`src/rtl/kpc_pkg.sv`:
```
// Shared types and constants for the key press classifier.
package kpc_pkg;

   localparam int unsigned TICKS_WIDTH = 15;
   localparam int unsigned HOLD_WIDTH  = 16;

   localparam logic [HOLD_WIDTH-1:0] CLAMP_MARGIN = 16'd50;

   typedef logic [TICKS_WIDTH-1:0] ticks_type;
   typedef logic [HOLD_WIDTH-1:0]  hold_type;

   typedef enum logic [1:0] {
      EV_NONE  = 2'd0,
      EV_SHORT = 2'd1,
      EV_LONG  = 2'd2,
      EV_VLONG = 2'd3
   } event_type;

   typedef enum logic [2:0] {
      PH_IDLE  = 3'b001,
      PH_PRESS = 3'b010,
      PH_HOLD  = 3'b100
   } phase_type;

   typedef enum logic {
      CSR_LONG_TICKS  = 1'b0,
      CSR_VLONG_TICKS = 1'b1
   } csr_index_type;

endpackage

```
`src/rtl/key_press_classifier.sv`:
```
// Key press classifier: short / long / very long press detection and power state.
//
// Usage:
//  - req channel: one item per tick carrying req_key_level (0 = key pressed).
//    Accepted when req_valid is high and req_stall is low.
//  - rsp channel: exactly one result per accepted item: event code, power
//    state, power-up and frame-request pulses, sticky unlocked flag.
//  - csr port: csr_write_enable with csr_index 0 writes the long press
//    threshold, index 1 the very long press threshold (15 bits each).
//    Write only while no item is in flight.
// Output: an item's result is registered and shown in the cycle after acceptance.
// Throughput: one item per cycle while req_stall is low; the whole tick update
// is a single pass of logic from the state registers into the result register.
// Stall: while rsp_stall holds a waiting result, req_stall is raised; the
// result register frees up in the same cycle it is taken, so a new item can
// be accepted on that edge.
// Reset: clears press phase, hold count, lock, power (off), unlocked flag,
// and restores thresholds to 200 and 1000 ticks. No result is pending.
module key_press_classifier (
   input  logic       clock,
   input  logic       reset,
   input  logic       req_valid,
   output logic       req_stall,
   input  logic       req_key_level,
   output logic       rsp_valid,
   input  logic       rsp_stall,
   output logic [1:0] rsp_event_code,
   output logic       rsp_power_on,
   output logic       rsp_power_up_pulse,
   output logic       rsp_send_frame_pulse,
   output logic       rsp_unlocked,
   input  logic       csr_write_enable,
   input  logic       csr_index,
   input  logic [kpc_pkg::TICKS_WIDTH-1:0] csr_write_data
);

   kpc_pkg::ticks_type long_ticks_ff, vlong_ticks_ff;
   kpc_pkg::phase_type phase_ff, phase_in;
   kpc_pkg::hold_type  hold_ff, hold_in;
   logic lock_ff, lock_in;
   logic power_ff, power_in;
   logic unlock_ff, unlock_in;

   logic rsp_valid_ff;
   kpc_pkg::event_type rsp_event_ff;
   logic rsp_power_ff, rsp_up_ff, rsp_frame_ff, rsp_unlock_ff;

   kpc_pkg::event_type ev;
   kpc_pkg::hold_type  hold_inc, long16, vlong16;
   logic pressed, accept, up, frame;

   assign req_stall = rsp_valid_ff & rsp_stall;
   assign accept    = req_valid & ~req_stall;
   assign pressed   = ~req_key_level;
   assign hold_inc  = hold_ff + kpc_pkg::HOLD_WIDTH'(1);
   assign long16    = {1'b0, long_ticks_ff};
   assign vlong16   = {1'b0, vlong_ticks_ff};

   always_comb begin
      phase_in = phase_ff;
      hold_in  = hold_ff;
      lock_in  = lock_ff;
      ev       = kpc_pkg::EV_NONE;
      unique case (phase_ff)
         kpc_pkg::PH_PRESS: begin
            phase_in = pressed ? kpc_pkg::PH_HOLD : kpc_pkg::PH_IDLE;
            hold_in  = '0;
         end
         kpc_pkg::PH_HOLD: begin
            if (!pressed) begin
               phase_in = kpc_pkg::PH_IDLE;
               if (hold_ff < long16) begin
                  ev = kpc_pkg::EV_SHORT;
               end
               hold_in = '0;
               lock_in = 1'b0;
            end else begin
               hold_in = hold_inc;
               if (hold_inc >= long16) begin
                  if (hold_inc == long16) begin
                     ev = kpc_pkg::EV_LONG;
                     if (power_ff) begin
                        lock_in = 1'b1;
                     end
                  end
                  if (lock_in) begin
                     if (hold_inc == vlong16) begin
                        ev = kpc_pkg::EV_VLONG;
                     end
                     if (hold_inc >= vlong16) begin
                        hold_in = vlong16 + kpc_pkg::CLAMP_MARGIN;
                     end
                  end else begin
                     hold_in = long16 + kpc_pkg::CLAMP_MARGIN;
                  end
               end
            end
         end
         default: begin
            phase_in = pressed ? kpc_pkg::PH_PRESS : kpc_pkg::PH_IDLE;
         end
      endcase
   end

   always_comb begin
      power_in  = power_ff;
      unlock_in = unlock_ff;
      up        = 1'b0;
      frame     = 1'b0;
      unique case (ev)
         kpc_pkg::EV_SHORT: begin
            if (!power_ff) begin
               power_in = 1'b1;
               up       = 1'b1;
            end else begin
               frame = 1'b1;
            end
         end
         kpc_pkg::EV_LONG: begin
            power_in = ~power_ff;
            up       = ~power_ff;
         end
         kpc_pkg::EV_VLONG: begin
            unlock_in = 1'b1;
         end
         default: begin
         end
      endcase
   end

   always_ff @(posedge clock) begin
      if (reset) begin
         long_ticks_ff  <= kpc_pkg::TICKS_WIDTH'(200);
         vlong_ticks_ff <= kpc_pkg::TICKS_WIDTH'(1000);
      end else if (csr_write_enable) begin
         unique case (kpc_pkg::csr_index_type'(csr_index))
            kpc_pkg::CSR_LONG_TICKS:  long_ticks_ff  <= csr_write_data;
            kpc_pkg::CSR_VLONG_TICKS: vlong_ticks_ff <= csr_write_data;
         endcase
      end
   end

   always_ff @(posedge clock) begin
      if (reset) begin
         phase_ff     <= kpc_pkg::PH_IDLE;
         hold_ff      <= '0;
         lock_ff      <= 1'b0;
         power_ff     <= 1'b0;
         unlock_ff    <= 1'b0;
         rsp_valid_ff <= 1'b0;
      end else begin
         if (accept) begin
            phase_ff  <= phase_in;
            hold_ff   <= hold_in;
            lock_ff   <= lock_in;
            power_ff  <= power_in;
            unlock_ff <= unlock_in;
         end
         if (accept) begin
            rsp_valid_ff <= 1'b1;
         end else if (!rsp_stall) begin
            rsp_valid_ff <= 1'b0;
         end
      end
   end

   always_ff @(posedge clock) begin
      if (accept) begin
         rsp_event_ff  <= ev;
         rsp_power_ff  <= power_in;
         rsp_up_ff     <= up;
         rsp_frame_ff  <= frame;
         rsp_unlock_ff <= unlock_in;
      end
   end

   assign rsp_valid            = rsp_valid_ff;
   assign rsp_event_code       = rsp_event_ff;
   assign rsp_power_on         = rsp_power_ff;
   assign rsp_power_up_pulse   = rsp_up_ff;
   assign rsp_send_frame_pulse = rsp_frame_ff;
   assign rsp_unlocked         = rsp_unlock_ff;

endmodule

```
`config.mk`:
```
export PLATFORM = sky130hd
export DESIGN_NAME = key_press_classifier
export DESIGN_NICKNAME = d
export VERILOG_FILES = /design/src/rtl/kpc_pkg.sv /design/src/rtl/key_press_classifier.sv
export SDC_FILE = /design/constraint.sdc
export NUM_CORES = 1
export LEC_CHECK = 0
export ABC_AREA = 1
export BUFFER_PORTS_ARGS = -buffer_cell sky130_fd_sc_hd__buf_4
export CAP_MARGIN = 20
export CORE_MARGIN = 2
export CORE_UTILIZATION = 54
export CTS_CLUSTER_DIAMETER = 40
export DETAILED_ROUTE_END_ITERATION = 16
export PLACE_DENSITY = 0.72
export SKIP_LAST_GASP = 1
export SLEW_MARGIN = 40
export SYNTH_ARGS = -nofsm -noshare
export SYNTH_HDL_FRONTEND = slang
export SYNTH_SLANG_ARGS = --single-unit
```
`constraint.sdc`:
```
create_clock -name clock -period 4.65 [get_ports clock]
set_input_delay 0.465 -clock clock [delete_from_list [all_inputs] [get_ports clock]]
set_output_delay 0.465 -clock clock [all_outputs]
set_load 0.01 [all_outputs]
```
* Word-level counts from Yosys, hierarchy flattened *
Cells that the tools add are included.

cells by class
  bitwise gates (word level) = 5
  equality and inequality tests = 9
  reductions and logical operators = 7
  muxes and demuxes = 30
  add/subtract/negate cells = 3
  $lt $le $gt $ge = 3

operator list
  operator               count
  $mux 16                4
  $add 15x6->16 const B  2
  $eq 16x15->1           2
  $ge 16x15->1           2
  $pmux 16 s2            1
  $add 16x1->16 const B  1
  $lt 16x15->1           1
  $mux 2                 7
  $mux 1                 13
  $reduce_and 2->1       4
  $mux 3                 2
  $pmux 3 s2             1
  $eq 2x2->1 const B     2
  $pmux 1 s2             2
  $reduce_bool 2->1      2
  $eq 3x2->1 const B     1
  $eq 3x3->1 const B     1
  $not 1->1              3
  $reduce_and 3->1       1
  $and 1x1->1            2
  $eq 2x1->1 const B     1
  $ne 2x1->1 const B     1
  $ne 2x2->1 const B     1

word-level totals
  output and inout bits = 8
  logic and storage cells = 70
  input bits = 22
  register bits after elaboration = 59

* Depth between registers and ports, before layout *
  word-level depth = 12
  mapped depth = 26
  gate-level depth less buffers = 26

* Least setup slack after synthesis *
OpenSTA, ideal clock, no wires.

  path type = register to register
  start = register hold_ff[0]
  end = register power_ff
  arrival = 3.357 ns
  period minus slack after synthesis = 3.472 ns
  path slack = 1.178 ns
  cell stages (with the launch flop) = 26
  cell sequence = dfxtp_1 -> ha_1 -> nand2_1 -> inv_1 -> nand3_1 -> inv_1 -> nand2_1 -> xor2_1 -> inv_1 -> ha_1 -> nand2_1 -> nor2_1 -> nand3_1 -> nor2_1 -> nand3_4 -> nand2_2 -> nand4_1 -> nand2_1 -> nand3_1 -> nor2_1 -> inv_1 -> ha_1 -> nand2_1 -> o21ai_0 -> o21ai_0 -> inv_1

between the ends
  word-level cells in the longest chain between the ends = 12
  elaborated cells between the ends (all ways) = 19

RTL lines
  what                                             line                         text
  start, declared                                  key_press_classifier.sv:39   kpc_pkg::hold_type hold_ff, hold_in;
  start signal, assigned                           key_press_classifier.sv:154  hold_ff <= hold_in;
  $add 16x1->16                                    key_press_classifier.sv:55   assign hold_inc = hold_ff + kpc_pkg::HOLD_WIDTH'(1);
  $eq 16x15->1                                     key_press_classifier.sv:80   if (hold_inc == long16) begin
  $mux 1                                           key_press_classifier.sv:80
  $mux 1                                           key_press_classifier.sv:79   if (hold_inc >= long16) begin
  $mux 1                                           key_press_classifier.sv:70   if (!pressed) begin
  $mux 1                                           key_press_classifier.sv:64   unique case (phase_ff)
  $mux 2                                           key_press_classifier.sv:86   if (lock_in) begin
  $mux 2                                           key_press_classifier.sv:79
  $mux 2 (*)                                       key_press_classifier.sv:70
  $mux 2 (*)                                       key_press_classifier.sv:64
  net ev[0]                                        key_press_classifier.sv:48   kpc_pkg::event_type ev;
  $eq 2x2->1 / $eq 2x1->1 (equally long branches)  key_press_classifier.sv:110  unique case (ev)
  $pmux 1 s2 (*)                                   key_press_classifier.sv:110
  net power_in                                     key_press_classifier.sv:41   logic power_ff, power_in;
  end signal, assigned                             key_press_classifier.sv:156  power_ff <= power_in;
  end, declared                                    key_press_classifier.sv:41

The timed path passes the listed nets; every way through them passes the cells marked *. The select of a mux whose other input is x is not followed.
A chain may end at the register's enable or synchronous reset.

* Worst setup path after layout *
Ends and elaborated chain as after synthesis.

==> results by group <==
Setup path
  • Max FO, Critical Path: 16
  • Critical Path RT: 4.90 ns
  • Register-to-register setup slack: 0.39 ns
  • Crit. End Element: register
  • Most common cell on crit path: nand2_1
  • Nature of the critical path startpoint: register
  • Max stage delay on crit path: 0.51 ns
  • CP max-delay cell: dfxtp_1
  • Arr. time, crit path: 4.50 ns
  • Critical path type: register to register
  • CP cell instances: ha_1 -> nand2_1 -> nor3_1 -> nand4_1 -> nand2_1 -> inv_1 -> ha_1 -> nand2_1 -> inv_1 -> nand3_1 -> nor2_1 -> nand3_4 -> nand2_2 -> nand4_1 -> nand2_1 -> nand3_1 -> nor2_1 -> inv_1 -> ha_1 -> nand2_1 -> o21ai_0 -> o21ai_0 -> inv_1

STA
  • Slew Limit Fails: 0
  • Max frequency: 235.0 MHz
  • Slew HR: 0.5011
  • Hold Fails Final Rpt: 0
  • TNS Setup: 0 ns
  • Min Clock Period, post-route: 4.256 ns
  • Final Setup Violations: 0
  • Worst clock skew: 0.01088 ns
  • RSZ-0062 raised after global routing: no
  • Fin crit share: 0.9153
  • Worst slew pin tran: 0.7476 ns

Layout
  • Fillers: 823
  • Layout area overhead: 10.11%
  • Final #Nets: 803
  • Sequential cell area: 1241 sq um
  • Layout cell share with drive strength beyond 1: 0.09252
  • Multi-input gate area: 3019 sq um
  • Non-filler cells, final: 843
  • # diodes: 0

Clocking
  • Htree depth: 3
  • CTS Sinks: 59
  • TritonCTS buffer count: 9
  • Maximum buffer depth of the clock tree: 2
  • Resized cells post-CTS: 0
  • Clock-pin slew on the worst setup and hold paths: 0.08 ns
  • # hold bufs at CTS: 0
  • CTS Root Cell: clkbuf_8
  • Setup bufs post-CTS: 0
  • TritonCTS clock tree: done
  • Clock latency on the worst-skew pair: 0.35 ns

Route
  • Vias per cell: 5.656
  • Top sig layer: met4
  • WL met3: 744 microns
  • First-pass iteration count of the detailed router: 6
  • DR WL met2: 6.109 mm
  • Drt total wl: 13.21 mm
  • Vias: 4,768
  • Iter 0 DRT Violations: 367
  • DRT antenna net count: 0
  • Drt wl/cell: 15.67 microns
  • Wl on met1: 5.793 mm
  • DRC Markers: 0

Synthesis
  • Post-synthesis sequential area ratio: 0.2631
  • Yosys top cell area share: 0.2249
  • Synthesis-stage register bit count: 59
  • Primary FF master, synth: dfxtp_1
  • Yosys synthesis warning count: 0
  • Synthesized cell area: 4717 sq um
  • Synth area leader: dfxtp_1
  • Number of flops mapped to enable cells by yosys: 6
  • Synth Net Count: 778
  • Mapped Cells: 705
  • Synth async-reset ratio: 0
  • Average size of a mapped cell: 6.691 sq um
  • Post-synth cell types: 34
  • Synth area leaders: dfxtp_1 22%, ha_1 14%, nand2_1 12%, nand3_1 11%, inv_1 7.4%

Floorplan
  • Initial core utilization: 0.5489
  • IO Count: 30
  • Die W: 97.46 microns
  • Row cnt: 34
  • Die area: 9498 sq um
  • Core area: 8593 sq um
  • Height of the die: 97.46 microns

Pwr
  • Clock network fraction of total power: 0.383
  • Sw Share: 0.2959
  • Power per cell area: 229.4 nW/um^2
  • Leak: 2.524 nW
  • P_sw: 0.3526 mW
  • Pint: 0.8389 mW
  • Comb pwr share: 0.152
  • Total power: 1.191 mW
  • Seq pwr share: 0.465
  • Worst vdd ir: 0.1367 mV

Placement
  • HPWL after detailed placement: 10.29 mm
  • Final GP Congestion: 0.9524
  • Buffers on Ports: 29
  • Placed Cells: 827

Run
  • Max cap viols: 0

GRT
  • Vias in the first global route: 4,630
  • All-Layer GR Usage: 0.2900
  • Initial antenna violation count: 0
  • Global-route wire length before repair: 22.19 mm
  • Congestion Overflow GR: 0
  • Largest net degree at the start of global routing: 33

Min path
  • Worst min-delay path class: primary input to register

Run status
  • Status: finished, final reports clean
[sequential cells by signal, summed over array words and instances, names as in the netlist]
signal	flops
long_ticks_ff	15
rsp_valid	1
rsp_event_code	2
vlong_ticks_ff	15
unlock_ff	1
rsp_power_on	1
rsp_power_up_pulse	1
power_ff	1
rsp_send_frame_pulse	1
lock_ff	1
rsp_unlocked	1
hold_ff	16
phase_ff	3
[Yosys cell counts, drive strengths merged (6+ instances only)]
master and count:
dfxtp 53, ha 51, nand3 101, nor3 11
nand2 162, xor2 21, nor2 47, o21ai 34
o211ai 14, nand4 9, buf 7, edfxtp 6
inv 95, a21oi 65, clkbuf 13
[routing by layer]
metal  vias to the layer above  track usage
li1                       2394            -
met5                         -            0
met4                         0       0.1571
met3                        46      0.05108
met1                      2166       0.3756
met2                       162       0.4589
[per-stage QoR]
step                      worst slack [ns]  hold slack (ns)  utilization  cell area (sq um)
after global routing               0.04069           0.3415       0.6044               5194
after detailed placement            0.5145           0.4599       0.5831               5011
final                               0.3940           0.3463       0.6044               5194
after global placement              0.6843           0.4546       0.5824               5005
after floorplan                      1.178           0.4434            -               4717
after CTS                           0.5034           0.3364       0.6044               5194
[cells in the final DEF (no fill, tap or decap), types with 2 or more instances in the layout]
cell type	instances
nand3_4	2
nand3_1	99
clkinv_2	2
nand3b_1	3
nor2_2	2
o21ai_2	2
xor2_1	21
nand2_1	154
xnor2_1	2
clkbuf_8	12
inv_1	92
nand4_1	9
edfxtp_1	6
dfxtp_1	53
o21ai_0	31
nand2_2	7
buf_4	34
nor3_1	11
a211oi_1	3
ha_1	51
a21o_1	2
clkbuf_1	2
nor2_1	44
inv_2	3
o211ai_1	14
a21oi_1	65
[worst paths after layout]
path                                         startpoint                             to  cells past startpoint
worst max-delay path            hold_ff[0]$_SDFFE_PP0P_          power_ff$_SDFFE_PP0P_                     23
worst min-delay path                  csr_write_data[0]  long_ticks_ff[0]$_SDFFE_PP0P_                      3
worst max register to register  hold_ff[0]$_SDFFE_PP0P_          power_ff$_SDFFE_PP0P_                     23
worst min register to register     lock_ff$_SDFFE_PP0P_           lock_ff$_SDFFE_PP0P_                      2
[cells by family after synthesis]
group / after synthesis / share of synthesized area
xor gates and xnor gates: 23 / 0.04271
and+or+nand+nor: 336 / 0.3188
adders and majority gates: 51 / 0.1353
DFF: 59 / 0.2631
AOI/OAI and AO/OA: 120 / 0.1419
buffers and inverters: 116 / 0.09814
[power groups by stage]
| stage | clock [mW] | combinational [mW] | sequential [mW] |
|---|---|---|---|
| 4_1_cts | 0.462 | 0.180 | 0.554 |
| 5_1_grt | 0.482 | 0.207 | 0.557 |
| 2_1_floorplan | 0 | 0.119 | 0.563 |
| 3_5_place_dp | 0 | 0.179 | 0.565 |
| 6_report | 0.456 | 0.182 | 0.554 |
| 3_3_place_gp | 0 | 0.175 | 0.565 |
[area by class of cell]
class	count	area share
well taps	108	0.02602
repair buffers	34	0.04914
clock buffers	14	0.03325
multi-input cells	530	0.5813
inverters	96	0.06938
clock inverters	2	0.001927
flip-flops and latches	59	0.2390
[critical path, delay by kind of cell (launching register included)]
family	cells	cell delay [ns]
fa+ha+maj	3	0.89
compound gates	2	0.26
buf+inv	4	0.28
flops	1	0.51
simple gates	14	2.21
Power figures use the tool's default switching activity.
